$ cat src/hw/rtl/vgd_pkg.sv
// Shared types, code points and glyph codes for the Vietnamese UTF-8 glyph decoder.
`timescale 1ns / 1ps

package vgd_pkg;

	// Vowel mark codes
	localparam logic [2:0] MARK_NONE       = 3'd0;
	localparam logic [2:0] MARK_BREVE      = 3'd1;
	localparam logic [2:0] MARK_CIRCUMFLEX = 3'd2;
	localparam logic [2:0] MARK_HORN       = 3'd3;
	localparam logic [2:0] MARK_BAR        = 3'd4;

	// Tone codes
	localparam logic [2:0] TONE_NONE  = 3'd0;
	localparam logic [2:0] TONE_GRAVE = 3'd1;
	localparam logic [2:0] TONE_ACUTE = 3'd2;
	localparam logic [2:0] TONE_HOOK  = 3'd3;
	localparam logic [2:0] TONE_TILDE = 3'd4;
	localparam logic [2:0] TONE_DOT   = 3'd5;

	// Base character used for anything that has no mapping
	localparam logic [6:0] CH_QUESTION = 7'h3F;
	localparam logic [15:0] CP_QUESTION = 16'h003F;

	// Combining code points
	localparam logic [15:0] CP_COMB_GRAVE      = 16'h0300;
	localparam logic [15:0] CP_COMB_ACUTE      = 16'h0301;
	localparam logic [15:0] CP_COMB_CIRCUMFLEX = 16'h0302;
	localparam logic [15:0] CP_COMB_TILDE      = 16'h0303;
	localparam logic [15:0] CP_COMB_BREVE      = 16'h0306;
	localparam logic [15:0] CP_COMB_HOOK       = 16'h0309;
	localparam logic [15:0] CP_COMB_HORN       = 16'h031B;
	localparam logic [15:0] CP_COMB_DOT        = 16'h0323;

	// Ranges of precomposed letters: each spans eight code points, even ones upper case.
	localparam int NUM_RANGES = 6;
	localparam logic [15:0] RANGE_START [NUM_RANGES] = '{
		16'h1EB0, 16'h1EA6, 16'h1EC0, 16'h1ED2, 16'h1EDC, 16'h1EEA
	};
	localparam logic [6:0] RANGE_BASE [NUM_RANGES] = '{
		7'h41, 7'h41, 7'h45, 7'h4F, 7'h4F, 7'h55
	};
	localparam logic [2:0] RANGE_MARK [NUM_RANGES] = '{
		MARK_BREVE, MARK_CIRCUMFLEX, MARK_CIRCUMFLEX,
		MARK_CIRCUMFLEX, MARK_HORN, MARK_HORN
	};
	localparam logic [2:0] RANGE_TONE [4] = '{TONE_GRAVE, TONE_HOOK, TONE_TILDE, TONE_DOT};

	typedef struct packed {
		logic [6:0] base;
		logic [2:0] mark;
		logic [2:0] tone;
	} glyph_t;

	// What the byte assembler reports for the item it is handed
	typedef struct packed {
		logic        flush;
		logic        complete;
		logic [15:0] cp;
	} asm_t;

	function automatic glyph_t mk_glyph(logic [6:0] base, logic [2:0] mark, logic [2:0] tone);
		glyph_t g;
		g.base = base;
		g.mark = mark;
		g.tone = tone;
		return g;
	endfunction

endpackage

$ cat src/hw/rtl/vgd_utf8_assembler.sv
// UTF-8 byte assembler: gathers lead and continuation bytes into code points.
`timescale 1ns / 1ps

module vgd_utf8_assembler (
	input  logic         clk,
	input  logic         arst_n,
	input  logic         step,
	input  logic [7:0]   text_byte,
	input  logic         end_of_text,
	output vgd_pkg::asm_t res
);

	logic [9:0]  partial_q;
	logic [1:0]  due_q;
	logic [9:0]  partial_nxt;
	logic [1:0]  due_nxt;
	logic [15:0] cp_cont;

	assign cp_cont = {partial_q, text_byte[5:0]};

	always_comb begin
		res.flush    = end_of_text || (text_byte == 8'h00);
		res.complete = 1'b0;
		res.cp       = 16'h0000;
		partial_nxt  = partial_q;
		due_nxt      = due_q;
		if (res.flush) begin
			partial_nxt = 10'h000;
			due_nxt     = 2'd0;
		end else if (due_q != 2'd0) begin
			due_nxt = due_q - 2'd1;
			if (due_q == 2'd1) begin
				res.complete = 1'b1;
				res.cp       = cp_cont;
				partial_nxt  = 10'h000;
			end else begin
				partial_nxt = cp_cont[9:0];
			end
		end else if (!text_byte[7]) begin
			res.complete = 1'b1;
			res.cp       = {8'h00, text_byte};
		end else if (text_byte[7:5] == 3'b110) begin
			partial_nxt = {5'h00, text_byte[4:0]};
			due_nxt     = 2'd1;
		end else if (text_byte[7:4] == 4'b1110) begin
			partial_nxt = {6'h00, text_byte[3:0]};
			due_nxt     = 2'd2;
		end else begin
			// Stray continuation, lead of four or more bytes, or invalid byte
			res.complete = 1'b1;
			res.cp       = vgd_pkg::CP_QUESTION;
		end
	end

	always_ff @(posedge clk or negedge arst_n) begin
		if (!arst_n) begin
			partial_q <= 10'h000;
			due_q     <= 2'd0;
		end else if (step) begin
			partial_q <= partial_nxt;
			due_q     <= due_nxt;
		end
	end

endmodule

$ cat src/hw/rtl/vgd_glyph_map.sv
// Glyph map: turns a code point into base letter, vowel mark and tone.
`timescale 1ns / 1ps

module vgd_glyph_map (
	input  logic [15:0]    cp,
	output vgd_pkg::glyph_t glyph
);

	logic           hit;
	vgd_pkg::glyph_t letter;
	logic           range_hit;
	vgd_pkg::glyph_t range_glyph;
	logic [15:0]    off;

	// Fixed table of precomposed letters
	always_comb begin
		hit    = 1'b1;
		letter = vgd_pkg::mk_glyph(vgd_pkg::CH_QUESTION, vgd_pkg::MARK_NONE, vgd_pkg::TONE_NONE);
		case (cp)
			16'h00C0: letter = vgd_pkg::mk_glyph(7'h41, vgd_pkg::MARK_NONE, vgd_pkg::TONE_GRAVE);
			16'h00C1: letter = vgd_pkg::mk_glyph(7'h41, vgd_pkg::MARK_NONE, vgd_pkg::TONE_ACUTE);
			16'h1EA2: letter = vgd_pkg::mk_glyph(7'h41, vgd_pkg::MARK_NONE, vgd_pkg::TONE_HOOK);
			16'h00C3: letter = vgd_pkg::mk_glyph(7'h41, vgd_pkg::MARK_NONE, vgd_pkg::TONE_TILDE);
			16'h1EA0: letter = vgd_pkg::mk_glyph(7'h41, vgd_pkg::MARK_NONE, vgd_pkg::TONE_DOT);
			16'h0102: letter = vgd_pkg::mk_glyph(7'h41, vgd_pkg::MARK_BREVE, vgd_pkg::TONE_NONE);
			16'h00C2: letter = vgd_pkg::mk_glyph(7'h41, vgd_pkg::MARK_CIRCUMFLEX, vgd_pkg::TONE_NONE);
			16'h1EAE: letter = vgd_pkg::mk_glyph(7'h41, vgd_pkg::MARK_BREVE, vgd_pkg::TONE_ACUTE);
			16'h1EA4: letter = vgd_pkg::mk_glyph(7'h41, vgd_pkg::MARK_CIRCUMFLEX, vgd_pkg::TONE_ACUTE);
			16'h00E0: letter = vgd_pkg::mk_glyph(7'h61, vgd_pkg::MARK_NONE, vgd_pkg::TONE_GRAVE);
			16'h00E1: letter = vgd_pkg::mk_glyph(7'h61, vgd_pkg::MARK_NONE, vgd_pkg::TONE_ACUTE);
			16'h1EA3: letter = vgd_pkg::mk_glyph(7'h61, vgd_pkg::MARK_NONE, vgd_pkg::TONE_HOOK);
			16'h00E3: letter = vgd_pkg::mk_glyph(7'h61, vgd_pkg::MARK_NONE, vgd_pkg::TONE_TILDE);
			16'h1EA1: letter = vgd_pkg::mk_glyph(7'h61, vgd_pkg::MARK_NONE, vgd_pkg::TONE_DOT);
			16'h0103: letter = vgd_pkg::mk_glyph(7'h61, vgd_pkg::MARK_BREVE, vgd_pkg::TONE_NONE);
			16'h00E2: letter = vgd_pkg::mk_glyph(7'h61, vgd_pkg::MARK_CIRCUMFLEX, vgd_pkg::TONE_NONE);
			16'h1EAF: letter = vgd_pkg::mk_glyph(7'h61, vgd_pkg::MARK_BREVE, vgd_pkg::TONE_ACUTE);
			16'h1EA5: letter = vgd_pkg::mk_glyph(7'h61, vgd_pkg::MARK_CIRCUMFLEX, vgd_pkg::TONE_ACUTE);
			16'h0110: letter = vgd_pkg::mk_glyph(7'h44, vgd_pkg::MARK_BAR, vgd_pkg::TONE_NONE);
			16'h0111: letter = vgd_pkg::mk_glyph(7'h64, vgd_pkg::MARK_BAR, vgd_pkg::TONE_NONE);
			16'h00C8: letter = vgd_pkg::mk_glyph(7'h45, vgd_pkg::MARK_NONE, vgd_pkg::TONE_GRAVE);
			16'h00C9: letter = vgd_pkg::mk_glyph(7'h45, vgd_pkg::MARK_NONE, vgd_pkg::TONE_ACUTE);
			16'h1EBA: letter = vgd_pkg::mk_glyph(7'h45, vgd_pkg::MARK_NONE, vgd_pkg::TONE_HOOK);
			16'h1EBC: letter = vgd_pkg::mk_glyph(7'h45, vgd_pkg::MARK_NONE, vgd_pkg::TONE_TILDE);
			16'h1EB8: letter = vgd_pkg::mk_glyph(7'h45, vgd_pkg::MARK_NONE, vgd_pkg::TONE_DOT);
			16'h00CA: letter = vgd_pkg::mk_glyph(7'h45, vgd_pkg::MARK_CIRCUMFLEX, vgd_pkg::TONE_NONE);
			16'h1EBE: letter = vgd_pkg::mk_glyph(7'h45, vgd_pkg::MARK_CIRCUMFLEX, vgd_pkg::TONE_ACUTE);
			16'h00E8: letter = vgd_pkg::mk_glyph(7'h65, vgd_pkg::MARK_NONE, vgd_pkg::TONE_GRAVE);
			16'h00E9: letter = vgd_pkg::mk_glyph(7'h65, vgd_pkg::MARK_NONE, vgd_pkg::TONE_ACUTE);
			16'h1EBB: letter = vgd_pkg::mk_glyph(7'h65, vgd_pkg::MARK_NONE, vgd_pkg::TONE_HOOK);
			16'h1EBD: letter = vgd_pkg::mk_glyph(7'h65, vgd_pkg::MARK_NONE, vgd_pkg::TONE_TILDE);
			16'h1EB9: letter = vgd_pkg::mk_glyph(7'h65, vgd_pkg::MARK_NONE, vgd_pkg::TONE_DOT);
			16'h00EA: letter = vgd_pkg::mk_glyph(7'h65, vgd_pkg::MARK_CIRCUMFLEX, vgd_pkg::TONE_NONE);
			16'h1EBF: letter = vgd_pkg::mk_glyph(7'h65, vgd_pkg::MARK_CIRCUMFLEX, vgd_pkg::TONE_ACUTE);
			16'h00CC: letter = vgd_pkg::mk_glyph(7'h49, vgd_pkg::MARK_NONE, vgd_pkg::TONE_GRAVE);
			16'h00CD: letter = vgd_pkg::mk_glyph(7'h49, vgd_pkg::MARK_NONE, vgd_pkg::TONE_ACUTE);
			16'h1EC8: letter = vgd_pkg::mk_glyph(7'h49, vgd_pkg::MARK_NONE, vgd_pkg::TONE_HOOK);
			16'h0128: letter = vgd_pkg::mk_glyph(7'h49, vgd_pkg::MARK_NONE, vgd_pkg::TONE_TILDE);
			16'h1ECA: letter = vgd_pkg::mk_glyph(7'h49, vgd_pkg::MARK_NONE, vgd_pkg::TONE_DOT);
			16'h00EC: letter = vgd_pkg::mk_glyph(7'h69, vgd_pkg::MARK_NONE, vgd_pkg::TONE_GRAVE);
			16'h00ED: letter = vgd_pkg::mk_glyph(7'h69, vgd_pkg::MARK_NONE, vgd_pkg::TONE_ACUTE);
			16'h1EC9: letter = vgd_pkg::mk_glyph(7'h69, vgd_pkg::MARK_NONE, vgd_pkg::TONE_HOOK);
			16'h0129: letter = vgd_pkg::mk_glyph(7'h69, vgd_pkg::MARK_NONE, vgd_pkg::TONE_TILDE);
			16'h1ECB: letter = vgd_pkg::mk_glyph(7'h69, vgd_pkg::MARK_NONE, vgd_pkg::TONE_DOT);
			16'h00D2: letter = vgd_pkg::mk_glyph(7'h4F, vgd_pkg::MARK_NONE, vgd_pkg::TONE_GRAVE);
			16'h00D3: letter = vgd_pkg::mk_glyph(7'h4F, vgd_pkg::MARK_NONE, vgd_pkg::TONE_ACUTE);
			16'h1ECE: letter = vgd_pkg::mk_glyph(7'h4F, vgd_pkg::MARK_NONE, vgd_pkg::TONE_HOOK);
			16'h00D5: letter = vgd_pkg::mk_glyph(7'h4F, vgd_pkg::MARK_NONE, vgd_pkg::TONE_TILDE);
			16'h1ECC: letter = vgd_pkg::mk_glyph(7'h4F, vgd_pkg::MARK_NONE, vgd_pkg::TONE_DOT);
			16'h00D4: letter = vgd_pkg::mk_glyph(7'h4F, vgd_pkg::MARK_CIRCUMFLEX, vgd_pkg::TONE_NONE);
			16'h01A0: letter = vgd_pkg::mk_glyph(7'h4F, vgd_pkg::MARK_HORN, vgd_pkg::TONE_NONE);
			16'h1ED0: letter = vgd_pkg::mk_glyph(7'h4F, vgd_pkg::MARK_CIRCUMFLEX, vgd_pkg::TONE_ACUTE);
			16'h1EDA: letter = vgd_pkg::mk_glyph(7'h4F, vgd_pkg::MARK_HORN, vgd_pkg::TONE_ACUTE);
			16'h00F2: letter = vgd_pkg::mk_glyph(7'h6F, vgd_pkg::MARK_NONE, vgd_pkg::TONE_GRAVE);
			16'h00F3: letter = vgd_pkg::mk_glyph(7'h6F, vgd_pkg::MARK_NONE, vgd_pkg::TONE_ACUTE);
			16'h1ECF: letter = vgd_pkg::mk_glyph(7'h6F, vgd_pkg::MARK_NONE, vgd_pkg::TONE_HOOK);
			16'h00F5: letter = vgd_pkg::mk_glyph(7'h6F, vgd_pkg::MARK_NONE, vgd_pkg::TONE_TILDE);
			16'h1ECD: letter = vgd_pkg::mk_glyph(7'h6F, vgd_pkg::MARK_NONE, vgd_pkg::TONE_DOT);
			16'h00F4: letter = vgd_pkg::mk_glyph(7'h6F, vgd_pkg::MARK_CIRCUMFLEX, vgd_pkg::TONE_NONE);
			16'h01A1: letter = vgd_pkg::mk_glyph(7'h6F, vgd_pkg::MARK_HORN, vgd_pkg::TONE_NONE);
			16'h1ED1: letter = vgd_pkg::mk_glyph(7'h6F, vgd_pkg::MARK_CIRCUMFLEX, vgd_pkg::TONE_ACUTE);
			16'h1EDB: letter = vgd_pkg::mk_glyph(7'h6F, vgd_pkg::MARK_HORN, vgd_pkg::TONE_ACUTE);
			16'h00D9: letter = vgd_pkg::mk_glyph(7'h55, vgd_pkg::MARK_NONE, vgd_pkg::TONE_GRAVE);
			16'h00DA: letter = vgd_pkg::mk_glyph(7'h55, vgd_pkg::MARK_NONE, vgd_pkg::TONE_ACUTE);
			16'h1EE6: letter = vgd_pkg::mk_glyph(7'h55, vgd_pkg::MARK_NONE, vgd_pkg::TONE_HOOK);
			16'h0168: letter = vgd_pkg::mk_glyph(7'h55, vgd_pkg::MARK_NONE, vgd_pkg::TONE_TILDE);
			16'h1EE4: letter = vgd_pkg::mk_glyph(7'h55, vgd_pkg::MARK_NONE, vgd_pkg::TONE_DOT);
			16'h01AF: letter = vgd_pkg::mk_glyph(7'h55, vgd_pkg::MARK_HORN, vgd_pkg::TONE_NONE);
			16'h1EE8: letter = vgd_pkg::mk_glyph(7'h55, vgd_pkg::MARK_HORN, vgd_pkg::TONE_ACUTE);
			16'h00F9: letter = vgd_pkg::mk_glyph(7'h75, vgd_pkg::MARK_NONE, vgd_pkg::TONE_GRAVE);
			16'h00FA: letter = vgd_pkg::mk_glyph(7'h75, vgd_pkg::MARK_NONE, vgd_pkg::TONE_ACUTE);
			16'h1EE7: letter = vgd_pkg::mk_glyph(7'h75, vgd_pkg::MARK_NONE, vgd_pkg::TONE_HOOK);
			16'h0169: letter = vgd_pkg::mk_glyph(7'h75, vgd_pkg::MARK_NONE, vgd_pkg::TONE_TILDE);
			16'h1EE5: letter = vgd_pkg::mk_glyph(7'h75, vgd_pkg::MARK_NONE, vgd_pkg::TONE_DOT);
			16'h01B0: letter = vgd_pkg::mk_glyph(7'h75, vgd_pkg::MARK_HORN, vgd_pkg::TONE_NONE);
			16'h1EE9: letter = vgd_pkg::mk_glyph(7'h75, vgd_pkg::MARK_HORN, vgd_pkg::TONE_ACUTE);
			16'h1EF2: letter = vgd_pkg::mk_glyph(7'h59, vgd_pkg::MARK_NONE, vgd_pkg::TONE_GRAVE);
			16'h00DD: letter = vgd_pkg::mk_glyph(7'h59, vgd_pkg::MARK_NONE, vgd_pkg::TONE_ACUTE);
			16'h1EF6: letter = vgd_pkg::mk_glyph(7'h59, vgd_pkg::MARK_NONE, vgd_pkg::TONE_HOOK);
			16'h1EF8: letter = vgd_pkg::mk_glyph(7'h59, vgd_pkg::MARK_NONE, vgd_pkg::TONE_TILDE);
			16'h1EF4: letter = vgd_pkg::mk_glyph(7'h59, vgd_pkg::MARK_NONE, vgd_pkg::TONE_DOT);
			16'h1EF3: letter = vgd_pkg::mk_glyph(7'h79, vgd_pkg::MARK_NONE, vgd_pkg::TONE_GRAVE);
			16'h00FD: letter = vgd_pkg::mk_glyph(7'h79, vgd_pkg::MARK_NONE, vgd_pkg::TONE_ACUTE);
			16'h1EF7: letter = vgd_pkg::mk_glyph(7'h79, vgd_pkg::MARK_NONE, vgd_pkg::TONE_HOOK);
			16'h1EF9: letter = vgd_pkg::mk_glyph(7'h79, vgd_pkg::MARK_NONE, vgd_pkg::TONE_TILDE);
			16'h1EF5: letter = vgd_pkg::mk_glyph(7'h79, vgd_pkg::MARK_NONE, vgd_pkg::TONE_DOT);
			default:  hit = 1'b0;
		endcase
	end

	// The ranges do not overlap, so every range is checked side by side.
	always_comb begin
		range_hit   = 1'b0;
		range_glyph = vgd_pkg::mk_glyph(vgd_pkg::CH_QUESTION, vgd_pkg::MARK_NONE,
			vgd_pkg::TONE_NONE);
		off         = 16'h0000;
		for (int r = 0; r < vgd_pkg::NUM_RANGES; r++) begin
			off = cp - vgd_pkg::RANGE_START[r];
			if (off[15:3] == 13'h0000) begin
				range_hit        = 1'b1;
				range_glyph.base = vgd_pkg::RANGE_BASE[r] | {1'b0, off[0], 5'h00};
				range_glyph.mark = vgd_pkg::RANGE_MARK[r];
				range_glyph.tone = vgd_pkg::RANGE_TONE[off[2:1]];
			end
		end
	end

	always_comb begin
		if (cp[15:7] == 9'h000) begin
			glyph = vgd_pkg::mk_glyph(cp[6:0], vgd_pkg::MARK_NONE, vgd_pkg::TONE_NONE);
		end else if (hit) begin
			glyph = letter;
		end else if (range_hit) begin
			glyph = range_glyph;
		end else begin
			glyph = vgd_pkg::mk_glyph(vgd_pkg::CH_QUESTION, vgd_pkg::MARK_NONE,
				vgd_pkg::TONE_NONE);
		end
	end

endmodule

$ cat src/hw/rtl/utf8_vietnamese_glyph_decoder.sv
// Top level of the Vietnamese UTF-8 glyph decoder: input register, pending glyph and result register.
`timescale 1ns / 1ps

// Channel  Direction  Signals                     Item
// s_*      in         tvalid tready tdata tlast   one text byte; tlast ends the text
// m_*      out        tvalid tready tdata tuser   one glyph record; tuser marks unmapped
//
// An item is taken into an input register, and from there it is decoded,
// looked up and merged with the pending glyph in one pass of logic, so the
// block sustains one byte per cycle while the output is not stalled; the result
// register holds a glyph before it appears. A glyph is only released when the
// next non-combining code point, a zero byte or an end-of-text item arrives.
// Reset clears the byte assembler and drops any pending glyph and result.
// A stalled output holds the result register; an empty input register still
// takes one more byte, and then s_tready falls until the result is taken.

module utf8_vietnamese_glyph_decoder (
	input  logic        clk,
	input  logic        arst_n,
	input  logic        s_tvalid,
	output logic        s_tready,
	input  logic [7:0]  s_tdata,   // [7:0] text_byte
	input  logic        s_tlast,   // end_of_text
	output logic        m_tvalid,
	input  logic        m_tready,
	output logic [31:0] m_tdata,   // [6:0] glyph_base, [9:7] glyph_mark, [12:10] glyph_tone,
	                               // [28:13] source_codepoint, [31:29] zero
	output logic        m_tuser    // unmapped
);

	// Input register
	logic       valid_s1_q;
	logic [7:0] byte_s1_q;
	logic       eot_s1_q;

	// Pending glyph
	logic        pend_valid_q;
	logic [6:0]  pend_base_q;
	logic [2:0]  pend_mark_q;
	logic [2:0]  pend_tone_q;
	logic [15:0] pend_cp_q;

	// Result register
	logic        m_tvalid_q;
	logic [6:0]  out_base_q;
	logic [2:0]  out_mark_q;
	logic [2:0]  out_tone_q;
	logic [15:0] out_cp_q;
	logic        out_unmapped_q;

	logic            out_free;
	logic            adv;
	logic            is_comb;
	logic            emit;
	logic            pend_unmapped;
	vgd_pkg::asm_t   asm_res;
	vgd_pkg::glyph_t map_glyph;

	// The stage moves on whenever the result register is empty or being emptied.
	assign out_free = !m_tvalid_q || m_tready;
	assign adv      = valid_s1_q && out_free;
	assign s_tready = !valid_s1_q || out_free;

	vgd_utf8_assembler u_asm (
		.clk         (clk),
		.arst_n      (arst_n),
		.step        (adv),
		.text_byte   (byte_s1_q),
		.end_of_text (eot_s1_q),
		.res         (asm_res)
	);

	vgd_glyph_map u_map (
		.cp    (asm_res.cp),
		.glyph (map_glyph)
	);

	always_comb begin
		case (asm_res.cp)
			vgd_pkg::CP_COMB_GRAVE,
			vgd_pkg::CP_COMB_ACUTE,
			vgd_pkg::CP_COMB_CIRCUMFLEX,
			vgd_pkg::CP_COMB_TILDE,
			vgd_pkg::CP_COMB_BREVE,
			vgd_pkg::CP_COMB_HOOK,
			vgd_pkg::CP_COMB_HORN,
			vgd_pkg::CP_COMB_DOT: is_comb = 1'b1;
			default:              is_comb = 1'b0;
		endcase
	end

	// A held glyph leaves at the end of the text, on a zero byte or when a new glyph displaces it.
	assign emit = adv && pend_valid_q &&
		(asm_res.flush || (asm_res.complete && !is_comb));

	assign pend_unmapped = (pend_cp_q[15:7] != 9'h000) && (pend_base_q == vgd_pkg::CH_QUESTION);

	always_ff @(posedge clk or negedge arst_n) begin
		if (!arst_n) begin
			valid_s1_q <= 1'b0;
		end else if (s_tready) begin
			valid_s1_q <= s_tvalid;
		end
	end

	always_ff @(posedge clk) begin
		if (s_tvalid && s_tready) begin
			byte_s1_q <= s_tdata;
			eot_s1_q  <= s_tlast;
		end
	end

	always_ff @(posedge clk or negedge arst_n) begin
		if (!arst_n) begin
			pend_valid_q <= 1'b0;
		end else if (adv) begin
			if (asm_res.flush) begin
				pend_valid_q <= 1'b0;
			end else if (asm_res.complete) begin
				pend_valid_q <= 1'b1;
			end
		end
	end

	// A combining code point only edits the held glyph; with nothing held it
	// starts an unmapped glyph of its own through the map.
	always_ff @(posedge clk) begin
		if (adv && !asm_res.flush && asm_res.complete) begin
			if (pend_valid_q && is_comb) begin
				case (asm_res.cp)
					vgd_pkg::CP_COMB_GRAVE:      pend_tone_q <= vgd_pkg::TONE_GRAVE;
					vgd_pkg::CP_COMB_ACUTE:      pend_tone_q <= vgd_pkg::TONE_ACUTE;
					vgd_pkg::CP_COMB_CIRCUMFLEX: pend_mark_q <= vgd_pkg::MARK_CIRCUMFLEX;
					vgd_pkg::CP_COMB_TILDE:      pend_tone_q <= vgd_pkg::TONE_TILDE;
					vgd_pkg::CP_COMB_BREVE:      pend_mark_q <= vgd_pkg::MARK_BREVE;
					vgd_pkg::CP_COMB_HOOK:       pend_tone_q <= vgd_pkg::TONE_HOOK;
					vgd_pkg::CP_COMB_HORN:       pend_mark_q <= vgd_pkg::MARK_HORN;
					vgd_pkg::CP_COMB_DOT:        pend_tone_q <= vgd_pkg::TONE_DOT;
					default: begin
						pend_tone_q <= pend_tone_q;
					end
				endcase
			end else begin
				pend_base_q <= map_glyph.base;
				pend_mark_q <= map_glyph.mark;
				pend_tone_q <= map_glyph.tone;
				pend_cp_q   <= asm_res.cp;
			end
		end
	end

	always_ff @(posedge clk or negedge arst_n) begin
		if (!arst_n) begin
			m_tvalid_q <= 1'b0;
		end else if (out_free) begin
			m_tvalid_q <= emit;
		end
	end

	always_ff @(posedge clk) begin
		if (emit) begin
			out_base_q     <= pend_base_q;
			out_mark_q     <= pend_mark_q;
			out_tone_q     <= pend_tone_q;
			out_cp_q       <= pend_cp_q;
			out_unmapped_q <= pend_unmapped;
		end
	end

	assign m_tvalid = m_tvalid_q;
	assign m_tdata  = {3'b000, out_cp_q, out_tone_q, out_mark_q, out_base_q};
	assign m_tuser  = out_unmapped_q;

`ifndef SYNTH
	// An unmapped glyph always carries the question mark as its base.
	a_unmapped_base: assert property (@(posedge clk) disable iff (!arst_n)
		m_tvalid && m_tuser |-> m_tdata[6:0] == vgd_pkg::CH_QUESTION)
		else $error("unmapped glyph with a base other than question mark");

	// Only a code point outside ASCII can be reported as unmapped.
	a_unmapped_cp: assert property (@(posedge clk) disable iff (!arst_n)
		m_tvalid && m_tuser |-> m_tdata[28:20] != 9'h000)
		else $error("unmapped flag on an ASCII code point");

	// The end of the text leaves no glyph held.
	a_flush_clears: assert property (@(posedge clk) disable iff (!arst_n)
		adv && asm_res.flush |=> !pend_valid_q)
		else $error("glyph still held after the end of the text");

	// Back-pressure on the input only comes from a full input register behind a stalled result.
	a_ready_cause: assert property (@(posedge clk) disable iff (!arst_n)
		!s_tready |-> valid_s1_q && m_tvalid_q && !m_tready)
		else $error("input stalled without a stalled result");

	// A result is only produced while a glyph was held.
	a_emit_needs_pending: assert property (@(posedge clk) disable iff (!arst_n)
		emit |-> pend_valid_q && out_free)
		else $error("result produced with no glyph held");
`endif

endmodule
$ cat config.mk
export PLATFORM = sky130hd
export DESIGN_NAME = utf8_vietnamese_glyph_decoder
export DESIGN_NICKNAME = d
export VERILOG_FILES = /design/src/hw/rtl/vgd_pkg.sv /design/src/hw/rtl/vgd_utf8_assembler.sv /design/src/hw/rtl/vgd_glyph_map.sv /design/src/hw/rtl/utf8_vietnamese_glyph_decoder.sv
export SDC_FILE = /design/constraint.sdc
export NUM_CORES = 1
export LEC_CHECK = 0
export ABC_AREA = 1
export BUFFER_PORTS_ARGS = -buffer_cell sky130_fd_sc_hd__buf_2
export CORE_AREA = 5 5 170 106
export CTS_CLUSTER_SIZE = 16
export DETAILED_ROUTE_END_ITERATION = 8
export DIE_AREA = 0 0 175 111
export SYNTH_ARGS = -nofsm -noshare
export SYNTH_HDL_FRONTEND = slang
export SYNTH_SLANG_ARGS = --single-unit
$ cat constraint.sdc
create_clock -name clk -period 9.3 [get_ports clk]
set_clock_uncertainty 0.1 [all_clocks]
set_input_delay 2.79 -clock clk [delete_from_list [all_inputs] [get_ports clk]]
set_output_delay 2.79 -clock clk [all_outputs]
set_load 0.02 [all_outputs]
==> out/metrics.cfg <==
[run_status]
status = finished, final reports clean

[clocking]
clkLatencyLatePin_ps = 360
clock_path_buffers = 2
clockRootBuffer = clkbuf_16
numCtsBuffers = 9
holdBufCountCts = 0
cts_max_level = 3
cts_tree = done
ctsResizeCount = 0
path_clk_slew_ps = 70
cts.sinks = 83
cts_setup_buffers = 0

[synthesis]
yosysUniqueCellTypes = 56
seq_area_frac_synth = 0.336
ys_warn_count = 0
syn_inst = 1039
synth_seq_cells = 83
syn_area_per_cell_um2 = 6.93
syn-cell-area_um2 = 7200

[power]
total_power_uw = 1530
p_int_uw = 828
irDropWorstVdd_mv = 0.116
leakage_uw = 0.00396
comb_power_share = 0.409
swShare = 0.459
p_per_area_nw_per_um2 = 194
power_frac_clock = 0.241
p_sw_uw = 702
pwr-share-seq = 0.350

[routing]
first_iter_violations = 1154
viasPerCell = 5.82
drtPass1Iterations = 5
wl_um = 25800
routedWlPerCell_um = 19.8
drcViolationCount = 0
drtAntennaViolNets = 0
dr_total_vias = 7563

[floorplanning]
num_io_pins = 48
fp.coreArea_um2 = 16100
die_w_um = 175
rows = 36
die_h_um = 111
initial_core_util = 0.446
die_area_um2 = 19400

[min_path]
hp-class = reg2reg

[critical_path]
crit_path_end_kind = output pin
start_kind = primary input
path_class = in2out
required_ps = 6410
crit_path_max_fanout = 3
arrival_ps = 3220

[sta]
fin_hold_ws_ps = 320
maxSlewViolCount = 0
finalCritPeriodShare = 0.657
rsz0062_at_grt = false
tns_ps = 0
setup_viol = 0
min_period_ps = 6110
relSlewSlack = 0.349
max_freq_mhz = 164
finalHoldViolCount = 0
worst_slew_pin_slew_ps = 974

[placement]
dpl_cell_area_um2 = 7600
port_buffers = 44
place_congestion = 1.02
dpl.hpwl_um = 20300

[global_routing]
grt_max_degree = 31
grt_pass1_wl_um = 39600
overflow = 0
track_usage = 0.263
antenna_found_initial = 0
grt_pass1_vias = 6660

[final_layout]
fillers = 1637
drive_gt1_frac = 0.165
multi_input_area_um2 = 4150
stdcell_area_um2 = 7900
final_core_util = 0.490
nets = 1116
area_growth_syn_to_layout_pct = 9.82
seq_area_um2 = 2420
antenna_cells = 0

[flow_run]
cap_violations = 0

[placed cells by master, fill, tap and decap left out, types with 7 or more instances in the layout]
| cell type | n |
|---|---|
| a21oi_1 | 35 |
| buf_2 | 44 |
| clkbuf_16 | 9 |
| dfrtp_1 | 15 |
| edfxtp_1 | 68 |
| ha_1 | 17 |
| inv_1 | 105 |
| inv_2 | 37 |
| nand2_1 | 301 |
| nand2_2 | 22 |
| nand3_1 | 98 |
| nand3_2 | 7 |
| nand4_1 | 28 |
| nor2_1 | 114 |
| nor2_2 | 15 |
| nor2_4 | 8 |
| nor3_1 | 7 |
| nor4_1 | 11 |
| o21ai_0 | 38 |
| o21ai_1 | 14 |
| o22ai_1 | 13 |
| xor2_1 | 10 |
[state kept, by name, summed over array words and instances (netlist names)]
register / cells
pend_tone_q: 3
m_tuser: 1
pend_base_q: 7
eot_s1_q: 1
byte_s1_q: 8
out_base_q: 7
pend_mark_q: 3
pend_valid_q: 1
out_tone_q: 3
valid_s1_q: 1
pend_cp_q: 16
u_asm.partial_q: 10
m_tvalid: 1
u_asm.due_q: 2
out_mark_q: 3
out_cp_q: 16
[routing by layer]
metal  track usage  share of wire  wire length (um)
met2         0.325           0.36              9230
met5             0              0                 0
met3         0.103           0.15              3770
met4        0.0455          0.014               371
met1         0.422           0.48             12400
[final timing paths]
| kind | endpoint | start | slack (ps) | cells after the start |
|---|---|---|---|---|
| min in group asynchronous | pend_valid_q | arst_n | 2240 | 1 |
| setup reg to reg | pend_base_q[5] | byte_s1_q[5] | 4320 | 22 |
| hold / removal | out_cp_q[5] | pend_cp_q[5] | 320 | 0 |
| hold reg to reg | out_cp_q[5] | pend_cp_q[5] | 320 | 0 |
| setup / recovery | s_tready | m_tready | 3190 | 4 |
| max in group asynchronous | u_asm.partial_q[7] | arst_n | 6580 | 1 |
[through the flow]
stage               setup slack [ps]  std cells
detailed placement              3190       1284
finish                          3190       1300
floorplan                       3370       1041
global placement                3200       1284
global route                    3120       1300
CTS                             3180       1300
[synth_stat cells (all sizes together)]
cell,count,share of area
conb,1,0.00052
o41ai,1,0.0012
ha,17,0.030
o21bai,2,0.0021
a211oi,1,0.0010
a21oi,39,0.030
a31oi,1,0.00087
nand2,328,0.18
o221ai,2,0.0024
nand4,30,0.028
inv,143,0.075
o2111ai,3,0.0037
or2,3,0.0026
clkinv,1,0.00052
nor3,11,0.011
a22oi,1,0.0010
dfrtp,15,0.052
nand3,109,0.088
a221oi,2,0.0024
o22ai,13,0.011
nor3b,3,0.0031
nand3b,3,0.0031
a21o,1,0.0010
a21boi,2,0.0026
o31ai,5,0.0052
nor2,139,0.090
a41oi,1,0.0012
o211ai,4,0.0042
o21ai,56,0.041
xor2,10,0.012
nor4,12,0.011
clkbuf,2,0.0010
edfxtp,68,0.28
buf,10,0.013
[power groups by stage]
stage,Sequential [uW],Clock [uW],Combinational [uW]
floorplan,561,0,401
global placement,543,0,609
detailed placement,543,0,604
CTS,535,376,608
global route,544,394,682
finish,536,369,625
[cell families (layout without fill, tap and decap cells)]
family | count (synthesis) | after routing | synth area share
xor+xnor | 10 | 10 | 0.0122
fa+ha+maj | 17 | 17 | 0.0296
compound gates | 134 | 134 | 0.112
simple gates | 638 | 638 | 0.420
flops | 83 | 83 | 0.336
other cells | 1 | 3 | 0.000521
buf+inv | 156 | 206 | 0.0897
[layout make-up]
| cell class | count | area share |
|---|---|---|
| Multi-Input combinational cell | 802 | 0.525 |
| Inverter | 144 | 0.0687 |
| Clock inverter | 7 | 0.00918 |
| Sequential cell | 83 | 0.306 |
| Clock buffer | 9 | 0.0285 |
| Timing Repair Buffer | 46 | 0.0298 |
| Tap cell | 209 | 0.0331 |
[worst max-delay path, stage by stage]
cell and delay, ps:
buf_2 100, inv_1 60, nand3_1 100, buf_2 180
Note: power is estimated with default switching activity, not from simulation.
